**config.mk**
```make
export PLATFORM = sky130hd
export DESIGN_NAME = mck_isqrt
export DESIGN_NICKNAME = d
export VERILOG_FILES = /design/src/rtl/mck_pkg.sv /design/src/rtl/mck_isqrt.sv
export SDC_FILE = /design/constraint.sdc
export NUM_CORES = 2
export LEC_CHECK = 0
export BUFFER_PORTS_ARGS = -buffer_cell sky130_fd_sc_hd__buf_4
export CAP_MARGIN = 20
export CORE_ASPECT_RATIO = 1.2
export CORE_MARGIN = 1.5
export CORE_UTILIZATION = 37
export DETAILED_ROUTE_END_ITERATION = 7
export PLACE_DENSITY = 0.6
export SLEW_MARGIN = 20
export SYNTH_ARGS = -nofsm -noshare
export SYNTH_HDL_FRONTEND = slang
export SYNTH_MEMORY_MAX_BITS = 65536
export SYNTH_SLANG_ARGS = --single-unit
```
**constraint.sdc**
```tcl
create_clock -name clock -period 9 [get_ports clock]
set_input_delay 1.8 -clock clock [delete_from_list [all_inputs] [get_ports clock]]
set_output_delay 1.8 -clock clock [all_outputs]
set_load 0.1 [all_outputs]
```
**src/rtl/mck_pkg.sv**
```systemverilog
package mck_pkg;

   typedef logic [0:0] csr_index_type;

   localparam csr_index_type CSR_NU_MODE   = 1'b0;
   localparam csr_index_type CSR_INV_RANGE = 1'b1;

   typedef enum logic [1:0] {
      NU_HALF        = 2'd0,
      NU_ONE_HALF    = 2'd1,
      NU_TWO_HALF    = 2'd2,
      NU_THREE_HALF  = 2'd3
   } nu_mode_type;

   localparam int COORD_W = 32;
   localparam int CORR_W  = 17;
   localparam int R16_W   = 21;
   localparam int POLY_W  = 28;
   localparam int EXP_W   = 33;
   localparam int ROOT_W  = 33;

   localparam logic [CORR_W-1:0] CORR_ONE = 17'h10000;
   localparam logic [POLY_W-1:0] POLY_ONE = 28'h0010000;

   // Reciprocals for exact floor division of 32-bit values by 3, 5 and 15.
   localparam logic [32:0] RECIP_3  = 33'(((65'd1 << 34) + 65'd2) / 65'd3);
   localparam logic [32:0] RECIP_5  = 33'(((65'd1 << 35) + 65'd4) / 65'd5);
   localparam logic [32:0] RECIP_15 = 33'(((65'd1 << 36) + 65'd14) / 65'd15);

   // Truncated alternating series of exp(-1) in Q0.32, evaluated at elaboration.
   function automatic logic [31:0] exp_one_q32();
      logic [63:0] term;
      logic [63:0] even;
      logic [63:0] odd;
      term = 64'd1 << 32;
      even = 64'd1 << 32;
      odd  = 64'd0;
      for (int k = 1; k <= 15; k++) begin
         term = term / 64'(k);
         if ((k % 2) == 1) odd = odd + term;
         else even = even + term;
      end
      return 32'(even - odd);
   endfunction

   localparam logic [31:0] EXP_ONE = exp_one_q32();

endpackage

```
**src/rtl/mck_isqrt.sv**
```systemverilog
module mck_isqrt (
   input  logic        clock,
   input  logic        reset,
   input  logic        en,
   input  logic        in_valid,
   input  logic [64:0] in_radicand,
   output logic        out_valid,
   output logic [32:0] out_root
);
   import mck_pkg::*;

   localparam int STEPS = 32;

   logic [STEPS-1:0]  valid_ff;
   logic [ROOT_W-1:0] root_ff [STEPS];
   logic [35:0]       rem_ff  [STEPS];
   logic [63:0]       rad_ff  [STEPS];
   logic [ROOT_W-1:0] root_in [STEPS];
   logic [35:0]       rem_in  [STEPS];

   for (genvar i = 0; i < STEPS; i++) begin : g_step
      logic              v_prev;
      logic [ROOT_W-1:0] root_prev;
      logic [35:0]       rem_prev;
      logic [63:0]       rad_prev;
      logic [35:0]       rem_sh;
      logic [35:0]       trial;

      if (i == 0) begin : g_first
         assign v_prev    = in_valid;
         assign root_prev = {32'd0, in_radicand[64]};
         assign rem_prev  = 36'd0;
         assign rad_prev  = in_radicand[63:0];
      end else begin : g_next
         assign v_prev    = valid_ff[i-1];
         assign root_prev = root_ff[i-1];
         assign rem_prev  = rem_ff[i-1];
         assign rad_prev  = rad_ff[i-1];
      end

      assign rem_sh = {rem_prev[33:0], rad_prev[2*(STEPS-1-i)+1 -: 2]};
      assign trial  = {1'b0, root_prev, 2'b01};

      always_comb begin
         if (rem_sh >= trial) begin
            rem_in[i]  = rem_sh - trial;
            root_in[i] = {root_prev[ROOT_W-2:0], 1'b1};
         end else begin
            rem_in[i]  = rem_sh;
            root_in[i] = {root_prev[ROOT_W-2:0], 1'b0};
         end
      end

      always_ff @(posedge clock) begin
         if (reset) begin
            valid_ff[i] <= 1'b0;
         end else if (en) begin
            valid_ff[i] <= v_prev;
         end
      end

      always_ff @(posedge clock) begin
         if (en) begin
            root_ff[i] <= root_in[i];
            rem_ff[i]  <= rem_in[i];
            rad_ff[i]  <= rad_prev;
         end
      end
   end

   assign out_valid = valid_ff[STEPS-1];
   assign out_root  = root_ff[STEPS-1];

endmodule

```
==> flow_summary_export.csv <==
group,metric,value,unit
placed_design,hpwlAfterDp,184,mm
route,dr.pass1.iters,8,
pwr,pwr-share-comb,0.215,
cells_and_area,drive_gt1_frac,0.0735,
clocking,cts_resized,0,
route,drc,1,
logic_synthesis,synth.most_common_cell,"edfxtp_1",
logic_synthesis,synth.top_cells.by_count,"edfxtp_1, inv_1, nand2_1",
global_routing,grt_use_total,0.151,
pwr,p_sw,0.0104,W
die,pin_count,103,
critical_path,criticalPathCategory,"reg2reg",
route,drtAntennaViolNets,0,
job,cap_viol_max_count,0,
logic_synthesis,netlist_area,0.122,mm²
logic_synthesis,yosys_most_used_dff,"edfxtp_1",
pwr,pwr_density_cell,261,mW/mm²
clocking,cts.sink_count,2591,
cells_and_area,nets,10455,
critical_path,start_kind,"flip-flop",
route,dr_total_vias,73991,
die,die-width,526,µm
timing,setup_viol,0,
critical_path,crit_arrival,4990,ps
critical_path,critical-path-max-stage-delay,740,ps
cells_and_area,syn_to_final_growth,12.7,%
timing,max_slew_margin,0.257,
critical_path,crit_chain,"inv_1 -> ha_1 -> nor4b_1 -> nand4b_1 -> or4_1 -> and4_1 -> o21a_1 -> inv_1 -> buf_4 -> o211ai_1 -> or4_1 -> xnor2_1",
clocking,cts.reportedPaths.clkPinSlew,60,ps
clocking,post_cts_buffers,0,
clocking,clock_latency,910,ps
pwr,power_frac_clock,0.327,
pwr,pwr-share-seq,0.458,
logic_synthesis,synth_edf_count,2559,
pwr,power.internal,0.0254,W
timing,tightest_slew,1100,ps
global_routing,grt_pass1_wl,405,mm
pwr,finalPower,0.0358,W
logic_synthesis,ys_ff_latch,2591,
die,fp.coreArea,0.327,mm²
global_routing,grt_max_degree,159,
die,die-area,0.332,mm²
timing,finalHoldViolCount,0,
global_routing,grt_pass1_vias,74388,
pwr,power_leakage,51.5,nW
timing,rsz0062_at_grt,"no",
logic_synthesis,synth.avg_cell_area,12.7,µm²
logic_synthesis,syn_inst,9541,
cells_and_area,post-route-util,0.419,
cells_and_area,nFillCells,29894,
pwr,switching_share,0.292,
clocking,numCtsBuffers,285,
timing,period_share,0.483,
clocking,clk_path_buf_depth,4,
route,wirelength,259,mm
status,violations,"design-rule violations",
timing,max_clock_freq,230,MHz
timing,setup-tns-final,0,ps
timing,whs,369,ps
route,via_per_inst,5.17,
logic_synthesis,synth_cell_types,98,
timing,skew,56.5,ps
logic_synthesis,synthTopCellsByArea,"edfxtp_1, ha_1, xor2_1, xnor2_1, inv_1",
logic_synthesis,synth.top_cell.area_share,0.632,
clocking,cts_root_buf,"clkbuf_16",
timing,layout_setup_ws,4660,ps
critical_path,path_max_fanout,38,
route,routedWlPerCell,18.1,µm
worst_hold_path,hp-class,"reg2reg",
critical_path,cp_data_required_time,9640,ps
logic_synthesis,synth_seq_area_share,0.637,
timing,fin_crit,4340,ps
logic_synthesis,synth_fp_nets,10206,
pwr,vdd_drop_max,0.000150,V
logic_synthesis,async_reset_ff_frac,0,
placed_design,gp_congestion,0.918,
placed_design,pre_cts_slack,4630,ps
route,drt_iter0_drc,4921,
global_routing,grt_overflow,0,
clocking,htree_levels,5,
logic_synthesis,yosysWarnings,0,
placed_design,numPortBuffers,102,
die,die_h,631,µm
critical_path,cp-end-kind,"flip-flop",
status,status,"finished with violations",
die,core.rowCount,230,
die,start_util,0.372,
clocking,cts_tree,"yes",
logic_synthesis,yosysTopAreaCell,"edfxtp_1",
timing,slew_viol_final,0,
critical_path,cpMaxStageDelayCell,"nor4b_1",
global_routing,antenna_found_initial,3,
clocking,postCtsHoldBufs,0,
[routing by layer]
metal  wire length (µm)  part of all wire  global-route usage  vias to the layer above
met3              10500             0.041              0.0203                      610
met4              12800             0.049              0.0758                        0
met2             132000              0.51               0.274                     1876
li1                   -                 -                   -                    35855
met1             104000              0.40               0.174                    35650
met5                  0                 0                   0                        -
[sequential cells by signal (all words and copies together), names as in the netlist]
signal         count
rem_ff          1007
rad_ff           992
root_ff          560
g_step.v_prev     31
out_valid          1
[per-stage QoR]
stage,cells,instance area [µm²]
after floorplan,9541,122000
after global routing,14313,137000
after detailed placement,13795,128000
final,14313,137000
after global placement,13795,128000
after CTS,14312,137000
[path summary, 6_finish.rpt]
| check | start | end | slack (ps) | cells past startpoint |
|---|---|---|---|---|
| setup / recovery | root_ff[17][18] | rem_ff[1][95] | 4660 | 12 |
| hold / removal | rad_ff[0][456] | rad_ff[0][520] | 370 | 0 |
| setup reg to reg | root_ff[17][18] | rem_ff[1][95] | 4660 | 12 |
| hold reg to reg | rad_ff[0][456] | rad_ff[0][520] | 370 | 0 |
[power by group through the flow]
| stage | logic (W) | registers (W) | clock network [W] |
|---|---|---|---|
| after global routing | 0.00850 | 0.0166 | 0.0125 |
| after detailed placement | 0.00761 | 0.0166 | 0 |
| after floorplan | 0.00560 | 0.0162 | 0 |
| after CTS | 0.00765 | 0.0164 | 0.0121 |
| after global placement | 0.00744 | 0.0166 | 0 |
| final | 0.00770 | 0.0164 | 0.0117 |
[cells by family (layout without fill, tap and decap cells)]
kind of cell	after synthesis	after routing	synth area share
compound gates	1966	1966	0.101
xor+xnor	840	840	0.0605
fa+ha+maj	596	596	0.0613
buf+inv	960	1439	0.0300
flops	2591	2591	0.637
mux	86	86	0.00757
other cells	0	1	0
simple gates	2502	2502	0.102
[worst max-delay path: cells and delay by family (launching register included)]
family	cells	cell delay, ps
AOI/OAI and AO/OA	2	420
xor gates and xnor gates	1	140
adders and majority gates	1	360
buffers and inverters	3	510
DFF	1	360
and+or+nand+nor	5	2290
[cell type report]
cell class	count	area [µm²]	share of cell area
clock inverter	184	1940	0.0141
tap	4292	5370	0.0392
sequential	2591	77500	0.566
clock buffer	333	7410	0.0541
timing repair buffer	164	1410	0.0103
multi-input combinational	5990	40600	0.296
antenna	1	2.50	0.0000183
inverter	758	2850	0.0208
[placed cells by master (no fill, tap or decap), drive strengths merged, types with 79 or more instances in the layout]
cell type,count
nand2,676
o21a,110
clkinv,119
nor2b,83
edfxtp,2559
or3,106
a21oi,559
nand2b,116
ha,596
inv,774
buf,164
xor2,448
nor4,135
a21o,213
nor3,252
nand4,105
o31ai,79
nor2,562
xnor2,392
o21ai,558
clkbuf,333
nand3,153
No activity file was read; power rests on OpenSTA's default activity.
